[src/mqtt_chk_pkg.sv]
// Package for the MQTT packet stream checker: phase codes, byte roles,
// string kinds, error codes and packet type codes. No dependencies.
package mqtt_chk_pkg;

	typedef enum logic [3:0] {
		PH_HDR     = 4'd0,
		PH_LEN     = 4'd1,
		PH_SKIP    = 4'd2,
		PH_ID_HI   = 4'd3,
		PH_ID_LO   = 4'd4,
		PH_SLEN_HI = 4'd5,
		PH_SLEN_LO = 4'd6,
		PH_SBODY   = 4'd7,
		PH_QOS     = 4'd8,
		PH_CODE    = 4'd9,
		PH_LEVEL   = 4'd10,
		PH_CFLAGS  = 4'd11,
		PH_KEEP_HI = 4'd12,
		PH_KEEP_LO = 4'd13,
		PH_PAYLOAD = 4'd14,
		PH_DONE    = 4'd15
	} phase_t;

	localparam logic [3:0] ROLE_HDR     = 4'd0;
	localparam logic [3:0] ROLE_LEN     = 4'd1;
	localparam logic [3:0] ROLE_ID      = 4'd2;
	localparam logic [3:0] ROLE_SLEN    = 4'd3;
	localparam logic [3:0] ROLE_SBYTE   = 4'd4;
	localparam logic [3:0] ROLE_PAYLOAD = 4'd5;
	localparam logic [3:0] ROLE_QOS     = 4'd6;
	localparam logic [3:0] ROLE_CODE    = 4'd7;
	localparam logic [3:0] ROLE_CONNECT = 4'd8;
	localparam logic [3:0] ROLE_DISCARD = 4'd9;

	localparam logic [2:0] SK_TOPIC    = 3'd1;
	localparam logic [2:0] SK_NAME     = 3'd2;
	localparam logic [2:0] SK_CLIENT   = 3'd3;
	localparam logic [2:0] SK_WTOPIC   = 3'd4;
	localparam logic [2:0] SK_WPAYLOAD = 3'd5;
	localparam logic [2:0] SK_USER     = 3'd6;
	localparam logic [2:0] SK_PASS     = 3'd7;

	localparam logic [3:0] ERR_NONE     = 4'd0;
	localparam logic [3:0] ERR_TYPE     = 4'd1;
	localparam logic [3:0] ERR_FLAGS    = 4'd2;
	localparam logic [3:0] ERR_LEN_LONG = 4'd3;
	localparam logic [3:0] ERR_LEN      = 4'd4;
	localparam logic [3:0] ERR_OVERRUN  = 4'd5;
	localparam logic [3:0] ERR_EMPTY    = 4'd6;
	localparam logic [3:0] ERR_ID_ZERO  = 4'd7;
	localparam logic [3:0] ERR_CODE     = 4'd8;
	localparam logic [3:0] ERR_CONNACK  = 4'd9;
	localparam logic [3:0] ERR_NAME     = 4'd10;
	localparam logic [3:0] ERR_LEVEL    = 4'd11;
	localparam logic [3:0] ERR_CFLAGS   = 4'd12;
	localparam logic [3:0] ERR_CLIENT   = 4'd13;
	localparam logic [3:0] ERR_MISSING  = 4'd14;
	localparam logic [3:0] ERR_TRAILING = 4'd15;

	localparam logic [3:0] T_CONNECT   = 4'd1;
	localparam logic [3:0] T_CONNACK   = 4'd2;
	localparam logic [3:0] T_PUBLISH   = 4'd3;
	localparam logic [3:0] T_SUBSCRIBE = 4'd8;
	localparam logic [3:0] T_SUBACK    = 4'd9;
	localparam logic [3:0] T_UNSUB     = 4'd10;

	// "MQTT"
	function automatic logic [7:0] proto_char(input logic [1:0] idx);
		case (idx)
			2'd0:    proto_char = 8'h4D;
			2'd1:    proto_char = 8'h51;
			default: proto_char = 8'h54;
		endcase
	endfunction

endpackage

[src/mqtt_packet_stream_checker_core.sv]
// Top level of the MQTT 3.1.1 packet stream checker.
// Depends on mqtt_chk_pkg.
//
// Usage:
//  - Input channel: rx_byte with in_valid / in_ready, one stream word per beat.
//  - Output channel: one result word per input word (data_byte, byte_role,
//    string_kind, packet_type, packet_ident, qos_level, dup_flag,
//    retain_flag, error_code, packet_end, packet_ok) with out_valid/out_ready.
//  - out_valid rises in the cycle after acceptance. Throughput: one word
//    per cycle while out_ready is high; the decode step for a word is one
//    combinational pass from the parser state registers to the output register.
//  - Stall: in_ready follows out_ready or an empty output register, so the
//    block takes a new word in the cycle the held result is taken.
//  - Reset (arst_n low) clears the parser to await a fixed header and
//    empties the output register. A bad type, bad header flags or an
//    over-long length halt the parser until reset; afterwards every word
//    comes back as discarded with all decoded fields zero.
//  - A content error is flagged on the word where it is found and the rest
//    of the packet is discarded; packet_end marks each packet's last word.
module mqtt_packet_stream_checker_core (
	input  logic        clk,
	input  logic        arst_n,
	input  logic        in_valid,
	output logic        in_ready,
	input  logic [7:0]  rx_byte,
	output logic        out_valid,
	input  logic        out_ready,
	output logic [7:0]  data_byte,
	output logic [3:0]  byte_role,
	output logic [2:0]  string_kind,
	output logic [3:0]  packet_type,
	output logic [15:0] packet_ident,
	output logic [1:0]  qos_level,
	output logic        dup_flag,
	output logic        retain_flag,
	output logic [3:0]  error_code,
	output logic        packet_end,
	output logic        packet_ok
);
	import mqtt_chk_pkg::*;

	// parser state
	phase_t      phase_q;
	logic [3:0]  kind_q, flags_q;
	logic [27:0] lenval_q, left_q;
	logic [2:0]  lencnt_q;
	logic [15:0] sleft_q, ident_q;
	logic [3:0]  step_q;
	logic [7:0]  cflag_q;
	logic        bad_q, halted_q;

	phase_t      phase_d;
	logic [3:0]  kind_d, flags_d, step_d;
	logic [27:0] lenval_d, left_d;
	logic [2:0]  lencnt_d;
	logic [15:0] sleft_d, ident_d;
	logic [7:0]  cflag_d;
	logic        bad_d, halted_d;

	// result word being formed
	logic [3:0] role, err, ptype, pf;
	logic [2:0] sk;
	logic       pend, pok, finish;
	logic [15:0] n;
	logic       ns_on5, ns_on6, ns_on8, ns_on9;
	logic [3:0] ns_from;
	logic [27:0] shifted;
	logic       accept;

	assign in_ready = !out_valid || out_ready;
	assign accept   = in_valid && in_ready;

	function automatic logic [2:0] str_kind(input logic [3:0] k, input logic [3:0] s);
		if (k != T_CONNECT) str_kind = SK_TOPIC;
		else begin
			case (s)
				4'd0:    str_kind = SK_NAME;
				4'd5:    str_kind = SK_CLIENT;
				4'd6:    str_kind = SK_WTOPIC;
				4'd7:    str_kind = SK_WPAYLOAD;
				4'd8:    str_kind = SK_USER;
				default: str_kind = SK_PASS;
			endcase
		end
	endfunction

	function automatic logic len_wrong(input logic [3:0] k, input logic [27:0] rl);
		case (k)
			4'd1:                             len_wrong = rl < 28'd12;
			4'd2, 4'd4, 4'd5, 4'd6, 4'd7, 4'd11: len_wrong = rl != 28'd2;
			4'd8:                             len_wrong = rl < 28'd6;
			4'd9:                             len_wrong = rl < 28'd3;
			4'd10:                            len_wrong = rl < 28'd5;
			4'd3:                             len_wrong = 1'b0;
			default:                          len_wrong = rl != 28'd0;
		endcase
	endfunction

	always_comb begin
		phase_d  = phase_q;  kind_d  = kind_q;  flags_d = flags_q;
		lenval_d = lenval_q; left_d  = left_q;  lencnt_d = lencnt_q;
		sleft_d  = sleft_q;  ident_d = ident_q; step_d  = step_q;
		cflag_d  = cflag_q;  bad_d   = bad_q;   halted_d = halted_q;
		role = ROLE_DISCARD; sk = 3'd0; err = ERR_NONE; ptype = 4'd0; pf = 4'd0;
		pend = 1'b0; pok = 1'b0; finish = 1'b0;
		n = sleft_q | {8'd0, rx_byte};
		shifted = 28'd0;
		ns_from = 4'd5;
		ns_on5 = 1'b0; ns_on6 = 1'b0; ns_on8 = 1'b0; ns_on9 = 1'b0;

		if (halted_q) begin
			role = ROLE_DISCARD;
		end else if (phase_q == PH_HDR) begin
			role = ROLE_HDR;
			ident_d = 16'd0;
			ptype = rx_byte[7:4];
			if (rx_byte[7:4] == 4'd0 || rx_byte[7:4] == 4'd15) err = ERR_TYPE;
			else if (rx_byte[7:4] == T_PUBLISH) begin
				if (rx_byte[2:1] == 2'd3) err = ERR_FLAGS;
			end else if (rx_byte[7:4] == 4'd6 || rx_byte[7:4] == T_SUBSCRIBE ||
				rx_byte[7:4] == T_UNSUB) begin
				if (rx_byte[3:0] != 4'h2) err = ERR_FLAGS;
			end else if (rx_byte[3:0] != 4'd0) err = ERR_FLAGS;
			if (err != ERR_NONE) halted_d = 1'b1;
			else begin
				kind_d = rx_byte[7:4]; flags_d = rx_byte[3:0];
				lenval_d = '0; lencnt_d = '0; left_d = '0; sleft_d = '0;
				step_d = '0; cflag_d = '0; bad_d = 1'b0;
				phase_d = PH_LEN;
				pf = rx_byte[3:0];
			end
		end else if (phase_q == PH_LEN) begin
			role = ROLE_LEN;
			ptype = kind_q; pf = flags_q;
			case (lencnt_q[1:0])
				2'd0:    shifted = {21'd0, rx_byte[6:0]};
				2'd1:    shifted = {14'd0, rx_byte[6:0], 7'd0};
				2'd2:    shifted = {7'd0, rx_byte[6:0], 14'd0};
				default: shifted = {rx_byte[6:0], 21'd0};
			endcase
			lenval_d = lenval_q | shifted;
			lencnt_d = lencnt_q + 3'd1;
			if (rx_byte[7]) begin
				if (lencnt_d >= 3'd4) begin
					err = ERR_LEN_LONG; halted_d = 1'b1; pf = 4'd0;
				end
			end else begin
				left_d = lenval_d;
				step_d = 4'd0;
				if (len_wrong(kind_q, lenval_d)) err = ERR_LEN;
				else if (kind_q == T_CONNECT || kind_q == T_PUBLISH) phase_d = PH_SLEN_HI;
				else if (kind_q == T_CONNACK) phase_d = PH_CODE;
				else if (kind_q >= 4'd4 && kind_q <= 4'd11) phase_d = PH_ID_HI;
				else phase_d = PH_DONE;
				finish = 1'b1;
			end
		end else begin
			ptype = kind_q; pf = flags_q;
			if (left_q != 28'd0) left_d = left_q - 28'd1;
			finish = 1'b1;
			case (phase_q)
				PH_ID_HI: begin
					role = ROLE_ID; sleft_d = {rx_byte, 8'd0}; phase_d = PH_ID_LO;
				end
				PH_ID_LO: begin
					role = ROLE_ID; ident_d = n;
					if (n == 16'd0) err = ERR_ID_ZERO;
					else begin
						step_d = 4'd0;
						if (kind_q == T_PUBLISH) phase_d = PH_PAYLOAD;
						else if (kind_q == T_SUBSCRIBE || kind_q == T_UNSUB)
							phase_d = PH_SLEN_HI;
						else if (kind_q == T_SUBACK) phase_d = PH_CODE;
						else phase_d = PH_DONE;
					end
				end
				PH_SLEN_HI: begin
					role = ROLE_SLEN; sk = str_kind(kind_q, step_q);
					sleft_d = {rx_byte, 8'd0}; phase_d = PH_SLEN_LO;
				end
				PH_SLEN_LO: begin
					role = ROLE_SLEN; sk = str_kind(kind_q, step_q);
					if ({12'd0, n} > left_d) err = ERR_OVERRUN;
					else if ((kind_q == T_PUBLISH || kind_q == T_SUBSCRIBE ||
						kind_q == T_UNSUB || (kind_q == T_CONNECT && step_q == 4'd6)) &&
						n == 16'd0) err = ERR_EMPTY;
					else if (kind_q == T_CONNECT && step_q == 4'd0 && n != 16'd4)
						err = ERR_NAME;
					else if (kind_q == T_CONNECT && step_q == 4'd5 && n == 16'd0 &&
						!cflag_q[1]) err = ERR_CLIENT;
					else begin
						sleft_d = n;
						phase_d = PH_SBODY;
					end
				end
				PH_SBODY: begin
					role = ROLE_SBYTE; sk = str_kind(kind_q, step_q);
					if (kind_q == T_CONNECT && step_q == 4'd0 &&
						rx_byte != proto_char(2'(3'd4 - sleft_q[2:0])))
						err = ERR_NAME;
					sleft_d = sleft_q - 16'd1;
				end
				PH_QOS: begin
					role = ROLE_QOS;
					if (rx_byte > 8'd2) err = ERR_CODE;
					else begin phase_d = PH_SLEN_HI; step_d = 4'd0; end
				end
				PH_CODE: begin
					role = ROLE_CODE;
					if (kind_q == T_CONNACK) begin
						if (step_q == 4'd0) begin
							if ((rx_byte & 8'hFE) != 8'd0) err = ERR_CONNACK;
							else step_d = 4'd1;
						end else begin
							if (rx_byte > 8'd5) err = ERR_CODE;
							else phase_d = PH_DONE;
						end
					end else if (rx_byte > 8'd2 && rx_byte != 8'h80) err = ERR_CODE;
				end
				PH_LEVEL: begin
					role = ROLE_CONNECT;
					if (rx_byte != 8'h04) err = ERR_LEVEL; else phase_d = PH_CFLAGS;
				end
				PH_CFLAGS: begin
					role = ROLE_CONNECT; cflag_d = rx_byte;
					if (rx_byte[0] || (!rx_byte[2] && rx_byte[5:3] != 3'd0) ||
						(rx_byte[2] && rx_byte[4:3] == 2'd3) ||
						(rx_byte[6] && !rx_byte[7])) err = ERR_CFLAGS;
					else phase_d = PH_KEEP_HI;
				end
				PH_KEEP_HI: begin
					role = ROLE_CONNECT; phase_d = PH_KEEP_LO;
				end
				PH_KEEP_LO: begin
					role = ROLE_CONNECT;
				end
				PH_PAYLOAD: role = ROLE_PAYLOAD;
				PH_DONE: begin
					role = ROLE_DISCARD; err = ERR_TRAILING;
				end
				default: begin
					role = ROLE_DISCARD; bad_d = 1'b1; phase_d = PH_SKIP;
				end
			endcase

			// end of a string: zero length after prefix, or last body byte
			if (err == ERR_NONE &&
				((phase_q == PH_SLEN_LO && n == 16'd0) ||
				(phase_q == PH_SBODY && sleft_d == 16'd0))) begin
				if (kind_q == T_CONNECT) begin
					if (step_q == 4'd0) phase_d = PH_LEVEL;
					else ns_from = step_q + 4'd1;
				end else if (kind_q == T_PUBLISH)
					phase_d = (flags_q[2:1] != 2'd0) ? PH_ID_HI : PH_PAYLOAD;
				else if (kind_q == T_SUBSCRIBE) phase_d = PH_QOS;
				else phase_d = PH_SLEN_HI;
			end
			// next optional CONNECT string, from step ns_from
			if ((phase_q == PH_KEEP_LO) || (err == ERR_NONE && kind_q == T_CONNECT &&
				step_q != 4'd0 && ((phase_q == PH_SLEN_LO && n == 16'd0) ||
				(phase_q == PH_SBODY && sleft_d == 16'd0)))) begin
				ns_on5 = ns_from <= 4'd5;
				ns_on6 = ns_from <= 4'd7 && cflag_d[2];
				ns_on8 = ns_from <= 4'd8 && cflag_d[7];
				ns_on9 = ns_from <= 4'd9 && cflag_d[6];
				phase_d = PH_SLEN_HI;
				if (ns_on5) step_d = 4'd5;
				else if (ns_on6) step_d = (ns_from <= 4'd6) ? 4'd6 : 4'd7;
				else if (ns_on8) step_d = 4'd8;
				else if (ns_on9) step_d = 4'd9;
				else phase_d = PH_DONE;
			end
		end

		if (finish) begin
			if (err == ERR_NONE && left_d == 28'd0 && phase_d != PH_SKIP) begin
				if (phase_d == PH_PAYLOAD || phase_d == PH_DONE) err = ERR_NONE;
				else if (phase_d == PH_CODE && kind_d == T_SUBACK) err = ERR_NONE;
				else if (phase_d == PH_SLEN_HI &&
					(kind_d == T_SUBSCRIBE || kind_d == T_UNSUB)) err = ERR_NONE;
				else if (phase_d == PH_SLEN_HI || phase_d == PH_SLEN_LO ||
					phase_d == PH_SBODY) err = ERR_OVERRUN;
				else err = ERR_MISSING;
			end
			if (err != ERR_NONE) bad_d = 1'b1;
			if (left_d == 28'd0) begin
				pend = 1'b1; pok = !bad_d; phase_d = PH_HDR; bad_d = 1'b0;
			end else if (err != ERR_NONE) phase_d = PH_SKIP;
		end
	end

	// hold parser state; advance only on an accepted word
	always_ff @(posedge clk or negedge arst_n) begin
		if (!arst_n) begin
			phase_q <= PH_HDR; kind_q <= '0; flags_q <= '0; lenval_q <= '0;
			left_q <= '0; lencnt_q <= '0; sleft_q <= '0; ident_q <= '0;
			step_q <= '0; cflag_q <= '0; bad_q <= 1'b0; halted_q <= 1'b0;
		end else if (accept) begin
			phase_q <= phase_d; kind_q <= kind_d; flags_q <= flags_d;
			lenval_q <= lenval_d; left_q <= left_d; lencnt_q <= lencnt_d;
			sleft_q <= sleft_d; ident_q <= ident_d; step_q <= step_d;
			cflag_q <= cflag_d; bad_q <= bad_d; halted_q <= halted_d;
		end
	end

	always_ff @(posedge clk or negedge arst_n) begin
		if (!arst_n) out_valid <= 1'b0;
		else if (accept) out_valid <= 1'b1;
		else if (out_ready) out_valid <= 1'b0;
	end

	// result register: load on accept, hold while stalled
	always_ff @(posedge clk) begin
		if (accept) begin
			data_byte    <= rx_byte;
			byte_role    <= role;
			string_kind  <= sk;
			packet_type  <= ptype;
			packet_ident <= halted_q ? 16'd0 : ident_d;
			qos_level    <= (ptype == T_PUBLISH) ? pf[2:1] : 2'd0;
			dup_flag     <= (ptype == T_PUBLISH) && pf[3];
			retain_flag  <= (ptype == T_PUBLISH) && pf[0];
			error_code   <= err;
			packet_end   <= pend;
			packet_ok    <= pok;
		end
	end

	a_halt_sticky: assert property (@(posedge clk) disable iff (!arst_n)
		halted_q |=> halted_q) else $error("halt flag cleared without reset");
	a_ok_only_end: assert property (@(posedge clk) disable iff (!arst_n)
		out_valid && packet_ok |-> packet_end && error_code == ERR_NONE)
		else $error("packet_ok off packet end");
	a_halt_out: assert property (@(posedge clk) disable iff (!arst_n)
		$past(accept) && $past(halted_q) |-> byte_role == ROLE_DISCARD && !packet_end)
		else $error("halted word not discarded");
endmodule
[config.mk]
export PLATFORM = sky130hd
export DESIGN_NAME = mqtt_packet_stream_checker_core
export DESIGN_NICKNAME = d
export VERILOG_FILES = /design/src/mqtt_chk_pkg.sv /design/src/mqtt_packet_stream_checker_core.sv
export SDC_FILE = /design/constraint.sdc
export NUM_CORES = 1
export LEC_CHECK = 0
export ABC_AREA = 1
export BUFFER_PORTS_ARGS = -buffer_cell sky130_fd_sc_hd__buf_2
export CAP_MARGIN = 40
export CORE_ASPECT_RATIO = 0.6
export CORE_UTILIZATION = 50
export CTS_CLUSTER_DIAMETER = 40
export DETAILED_ROUTE_END_ITERATION = 8
export PLACE_DENSITY_LB_ADDON = 0.05
export SLEW_MARGIN = 20
export SYNTH_ARGS = -nofsm -noshare
export SYNTH_HDL_FRONTEND = slang
export SYNTH_SLANG_ARGS = --single-unit
[constraint.sdc]
create_clock -name clk -period 13.1 [get_ports clk]
set_input_delay 3.93 -clock clk [delete_from_list [all_inputs] [get_ports clk]]
set_output_delay 3.93 -clock clk [all_outputs]
set_load 0.05 [all_outputs]
==> impl_metrics.csv, run 1 <==
group,metric,value,unit
outcome,status,"completed",
clock_network,clockBufferDepth,2,
final_layout,seqCellArea,0.00420,mm²
worst_hold_path,holdCritStartpoint,"bad_q$_DFFE_PN0P_",
routing,vias_per_cell,5.88,
logic_synthesis,async_reset_ff_share,71.7,%
logic_synthesis,synth_fp_nets,1670,
final_layout,multi_input_area,0.00601,mm²
power,p_leak,5.84,nW
routing,drc,0,
worst_setup_path,crit_family,"buffers and inverters",
global_routing,grt_start_max_net_pins,63,
global_routing,grt_antenna_before_repair,1,
worst_setup_path,cp.arrival,4.38,ns
logic_synthesis,ys_warn_count,0,
routing,drt_iter0_drc,1655,
sta,slew_headroom,41.5,%
worst_setup_path,cp.depth,4,
worst_setup_path,crit_required,9.17,ns
worst_setup_path,cp_max_fo,3,
floorplan,fp-row-count,42,
logic_synthesis,ys_types,60,
floorplan,start_util,51.3,%
worst_setup_path,r2r_end,"phase_q[1]$_DFFE_PN0P_",
routing,wl_per_cell,20.3,µm
logic_synthesis,synth_edf_count,45,
worst_setup_path,cp_cell_sequence,"buf_2 > inv_1 > nand2_1 > buf_2",
sta,fin_crit_sh,63.5,%
worst_hold_path,hold_class,"flip-flop to flip-flop",
worst_setup_path,worst_path_largest_cell_delay,0.27,ns
worst_setup_path,reg2reg_depth,48,
worst_setup_path,cp.buffers_inverters,3,
logic_synthesis,syn_area,0.0114,mm²
clock_network,ctsResizeCount,0,
final_layout,finalInstanceArea,0.0126,mm²
clock_network,cts_tree,"done",
worst_setup_path,rrSetupSlack,7.05,ns
sta,worstMarginPinSlew,0.874,ns
final_layout,final_util,56.8,%
routing,final_antenna_net_count,0,
job,drv_cap,0,
final_layout,drive_gt1_share,11.1,%
sta,skew,0.0214,ns
clock_network,clkTransAtPathRegs,0.06,ns
sta,setup_tns,0,ns
logic_synthesis,syn_inst,1627,
sta,postLayoutSetupSlackWorst,4.79,ns
worst_hold_path,min_path_cells,2,
routing,vias,11700,
placed_design,post-dp-hpwl,30500,µm
routing,wl_met1,19100,µm
sta,max_freq,120,MHz
placed_design,place_ws,4.59,ns
clock_network,numCtsBuffers,17,
logic_synthesis,syn_area_per_cell,7.00,µm²
placed_design,io_buffers,58,
global_routing,grtUsageTotal,35.5,%
clock_network,cts_root_buffer,"clkbuf_16",
sta,maxSlewViolCount,0,
sta,min_period,8.31,ns
worst_setup_path,cp_slowest_cell,"buf_2",
final_layout,finalNetCount,1709,
power,finalPower,1.71,mW
power,power_density,136,mW/mm²
worst_setup_path,worstSetupEndpointType,"output pin",
worst_setup_path,critPathKind,"primary input to output pin",
clock_network,cts_max_level,4,
clock_network,clk_latency,0.47,ns
placed_design,dpl_cell_area,0.0120,mm²
floorplan,die_x,197,µm
logic_synthesis,synth_seq_cells,159,
worst_hold_path,hold_end,"bad_q$_DFFE_PN0P_",
global_routing,grt_pass1_wl,61700,µm
floorplan,io_pins,59,
final_layout,area_growth,10.7,%
worst_setup_path,cpMostUsedCell,"buf_2",
floorplan,core-area,0.0222,mm²
routing,dr.pass1.iters,6,
logic_synthesis,yosysSeqAreaShare,36.9,%
routing,routed-wl-met3,6050,µm
sta,rsz0062_at_grt,"no",
placed_design,place.gp.congestion,1.03,
clock_network,clkSinkCount,159,
worst_setup_path,rr_startpoint,"left_q[0]$_DFFE_PN0P_",
routing,top_layer,"met4",
routing,wl,40400,µm
floorplan,die_h,119,µm
logic_synthesis,synth_flop_cell,"dfrtp_1",
global_routing,grt_overflow,0,
sta,finalHoldViolCount,0,
clock_network,cts_setup_buffers,0,
final_layout,nFillCells,2169,
floorplan,die_area,0.0234,mm²
clock_network,hold_buffers,0,
sta,setup_viol,0,
power,irDropWorstVdd,0.0987,mV
routing,dr_wl_met2,14700,µm
worst_setup_path,cp-start-kind,"primary input",
global_routing,grt_pass1_vias,10300,
[cells in the final DEF (no fill, tap or decap), types with 10 or more instances in the layout]
master,count
nor3_1,24
ha_1,31
nand2_2,17
o221ai_1,17
nor2_1,151
nand3_1,106
nor4_1,13
buf_2,59
buf_4,13
xor2_1,11
a211oi_1,10
edfxtp_1,45
nor2_2,17
o21ai_0,189
dfrtp_1,114
inv_1,231
o21ai_1,10
nand2_1,350
clkbuf_16,17
o22ai_1,19
inv_2,14
a21oi_1,90
nand4_1,26
[power breakdown]
part | switching (mW) | leakage (nW) | internal [mW]
Clock | 0.244 | 0.284 | 0.253
Combinational | 0.439 | 3.74 | 0.169
Sequential | 0.0527 | 1.82 | 0.554
[layer usage]
layer,vias up,track usage (%)
met5,-,0
met4,0,7.99
met3,36,15.6
met2,694,42.8
met1,5423,55.6
li1,5536,-
[through the flow]
stage / cells / hold WS (ns)
2_1_floorplan: 1627 / 0.444
6_report: 1988 / 0.490
5_1_grt: 1987 / 0.507
3_5_place_dp: 1954 / 0.469
3_3_place_gp: 1949 / 0.467
4_1_cts: 1986 / 0.491
[registers in the layout, summed over array words and instances (netlist names), 2 cells and up]
register,count
kind_q,4
left_q,28
ident_q,16
lencnt_q,3
qos_level,2
byte_role,4
cflag_q,4
data_byte,8
packet_type,4
packet_ident,16
lenval_q,28
phase_q,4
flags_q,4
step_q,4
string_kind,3
error_code,4
sleft_q,16
[cell families after synthesis]
kind of cell | Yosys count | synth area share [%]
AOI/OAI and AO/OA | 383 | 19.2
xor gates and xnor gates | 12 | 0.923
adders and majority gates | 31 | 3.41
buffers and inverters | 306 | 10.4
DFF | 159 | 36.9
and+or+nand+nor | 736 | 29.2
[synthesized netlist by cell type, drive strengths merged, types with 2 or more instances]
cell | instances | area, µm²
buf | 13 | 85.1
nand3b | 4 | 30.0
dfrtp | 114 | 2850
o21bai | 3 | 22.5
o21a | 2 | 15.0
edfxtp | 45 | 1350
clkinv | 5 | 20.0
xor2 | 11 | 96.3
or2 | 2 | 15.0
a211oi | 10 | 75.1
o22ai | 19 | 119
ha | 31 | 388
nand2 | 371 | 1470
o21ai | 200 | 1010
o221ai | 17 | 149
o211ai | 7 | 52.6
and3 | 2 | 12.5
nand4 | 28 | 205
o31ai | 7 | 52.6
a221oi | 3 | 32.5
clkbuf | 43 | 161
nand3 | 111 | 581
nor4 | 13 | 81.3
a21oi | 93 | 473
a31oi | 7 | 43.8
o2111ai | 3 | 26.3
nor2 | 174 | 749
a22o | 3 | 26.3
inv | 245 | 920
a41oi | 2 | 17.5
nor3 | 27 | 150
[cell type report]
type / instances / share of cell area (%)
antenna: 1 / 0.0199
clock buffer: 17 / 3.38
clock inverter: 15 / 1.14
inverter: 250 / 7.47
multi-input combinational: 1162 / 47.7
sequential: 159 / 33.4
tap: 308 / 3.06
timing repair buffer: 76 / 3.93
[worst max-delay path by stage]
stage          slack [ns]       start                     end
4_1_cts              4.78   out_ready                in_ready
2_1_floorplan        4.86   out_ready                in_ready
3_5_place_dp         4.59  rx_byte[7]  phase_q[1]$_DFFE_PN0P_
5_1_grt              4.44  rx_byte[7]  phase_q[1]$_DFFE_PN0P_
6_report             4.79   out_ready                in_ready
3_3_place_gp         4.68  rx_byte[7]  phase_q[1]$_DFFE_PN0P_
[worst min-delay path: cells and delay by family, from the launching register on]
family,cells,cell delay [ns]
DFF,1,0.35
and+or+nand+nor,2,0.11
(Power assumes the default switching activity.)
==> inputs of run 2 (changes only) <==
clock period = 8.5 ns   (was 13.1 ns; I/O delays follow)
==> run 2 against run 1 <==
- cell area fell by 0.33%
- total power rose by 52%
- non-clock buffer count rose by 1
- count of clock-buffer cells in the layout rose by 3
- sequential share of layout area rose by 0.11 points
- critical endpoint is now phase_q[1]$_DFFE_PN0P_
- largest cell class unchanged
==> impl_metrics.csv, run 2 (same netlist as run 1, synthesis figures left out) <==
group,metric,value,unit
worst_setup_path,cpMostUsedCell,"nand2_1",
sta,max_freq,148,MHz
job,drv_cap,0,
worst_setup_path,rr_startpoint,"left_q[0]$_DFFE_PN0P_",
routing,vias_per_cell,5.91,
routing,wl,40900,µm
floorplan,io_pins,59,
clock_network,ctsResizeCount,0,
floorplan,start_util,51.3,%
final_layout,n_antenna_cell,0,
worst_setup_path,worstSetupEndpointType,"flip-flop",
outcome,status,"completed",
sta,rsz0062_at_grt,"no",
clock_network,cts_root_buffer,"clkbuf_16",
floorplan,die_area,0.0234,mm²
sta,maxSlewViolCount,0,
worst_setup_path,r2r_end,"phase_q[1]$_DFFE_PN0P_",
routing,dr.pass1.iters,7,
routing,drt_iter0_drc,1679,
clock_network,cts_tree,"done",
floorplan,core-area,0.0222,mm²
clock_network,cts_max_level,4,
sta,skew,0.0146,ns
clock_network,clk_latency,0.46,ns
sta,min_period,6.75,ns
clock_network,clockBufferDepth,2,
power,irDropWorstVdd,0.144,mV
floorplan,die_h,119,µm
final_layout,drive_gt1_share,11.0,%
routing,drc,0,
sta,slew_headroom,43.6,%
clock_network,hold_buffers,0,
global_routing,grt_start_max_net_pins,63,
final_layout,largestRegisters,"left_q: 28 flops, lenval_q: 28 flops",
placed_design,post-dp-hpwl,30800,µm
worst_setup_path,cp.arrival,7.10,ns
final_layout,layout_common_cells,"350 x nand2_1, 231 x inv_1, 189 x o21ai_0",
final_layout,finalNetCount,1710,
worst_setup_path,cp-start-kind,"primary input",
placed_design,place.gp.congestion,1.04,
routing,final_antenna_net_count,0,
global_routing,grt_antenna_before_repair,1,
worst_hold_path,hold_class,"flip-flop to flip-flop",
global_routing,grtUsageTotal,35.7,%
worst_setup_path,cp-startpoint,"rx_byte[7]",
routing,wl_per_cell,20.6,µm
final_layout,final_util,56.6,%
sta,setup_tns,0,ns
sta,setup_viol,0,
routing,vias,11700,
floorplan,fp-row-count,42,
worst_hold_path,min_path_cells,2,
worst_setup_path,critPathKind,"primary input to flip-flop",
global_routing,grt_overflow,0,
worst_setup_path,rrSetupSlack,2.32,ns
worst_setup_path,cp_max_fo,26,
clock_network,numCtsBuffers,17,
worst_setup_path,cp_slowest_cell,"ha_1",
worst_setup_path,endpoint,"phase_q[1]$_DFFE_PN0P_",
sta,worstMarginPinSlew,0.844,ns
clock_network,cts_setup_buffers,0,
power,p_leak,5.82,nW
sta,finalHoldViolCount,0,
worst_setup_path,worst_path_largest_cell_delay,0.37,ns
worst_setup_path,crit_required,8.84,ns
floorplan,die_x,197,µm
clock_network,clkSinkCount,159,
sta,fin_crit_sh,79.4,%
final_layout,area_growth,10.3,%
global_routing,grt_pass1_wl,62000,µm
global_routing,grt_pass1_vias,10300,
worst_setup_path,reg2reg_depth,48,
power,power_density,208,mW/mm²
final_layout,final_common_cell,"nand2_1",
placed_design,io_buffers,58,
clock_network,clkTransAtPathRegs,0.07,ns
==> run 2: cell count changes in the layout (fill, tap and decap cells not counted), sizes merged <==
cell    delta
clkbuf     +3
clkinv     +1
diode      -1
buf        +1
inv        -4
==> run 2: power breakdown <==
group / switching [mW] / internal (mW)
clock: 0.356 / 0.380
combinational: 0.676 / 0.260
sequential: 0.0805 / 0.854
total: 1.11 / 1.49
==> run 2: per-stage QoR <==
step	total power [mW]	setup WS, ns	hold slack, ns	instance area (µm²)	cells
finish	2.61	1.75	0.488	12600	1988
global route	2.74	1.26	0.507	12600	1988
CTS	2.57	1.89	0.491	12500	1984
detailed placement	1.84	1.40	0.474	12000	1952
global placement	1.82	1.59	0.466	11900	1949
floorplan	1.55	2.54	0.444	11400	1627
==> run 2: cell type report <==
type                            count  area [µm²]
Inverter                          250         941
Multi-Input combinational cell   1162        6010
Tap cell                          308         385
Timing Repair Buffer               77         490
Sequential cell                   159        4200
Clock inverter                     12        98.8
Fill cell                        2092        9610
Clock buffer                       20         437
==> run 2: worst min-delay path by stage <==
| stage | end | startpoint | slack, ns |
|---|---|---|---|
| after floorplan | bad_q$_DFFE_PN0P_ | bad_q$_DFFE_PN0P_ | 0.44 |
| after global placement | ident_q[8]$_DFFE_PN0P_ | ident_q[8]$_DFFE_PN0P_ | 0.47 |
| after detailed placement | ident_q[13]$_DFFE_PN0P_ | ident_q[13]$_DFFE_PN0P_ | 0.47 |
| after CTS | ident_q[13]$_DFFE_PN0P_ | ident_q[13]$_DFFE_PN0P_ | 0.49 |
| after global routing | ident_q[8]$_DFFE_PN0P_ | ident_q[8]$_DFFE_PN0P_ | 0.51 |
| final | ident_q[15]$_DFFE_PN0P_ | ident_q[15]$_DFFE_PN0P_ | 0.49 |
==> run 2: routing by layer <==
layer,track usage [%],up-vias,part of all wire (%)
li1,-,5516,-
met1,56.7,5393,47
met2,44.1,767,37
met3,12.5,58,15
met4,8.67,6,1.7
met5,1.96,-,0.21
==> run 2: critical path, delay by kind of cell <==
kind | cells | cell delay, ns
buffers and inverters | 4 | 0.65
and+or+nand+nor | 34 | 3.09
adders and majority gates | 1 | 0.37
AOI/OAI and AO/OA | 2 | 0.39
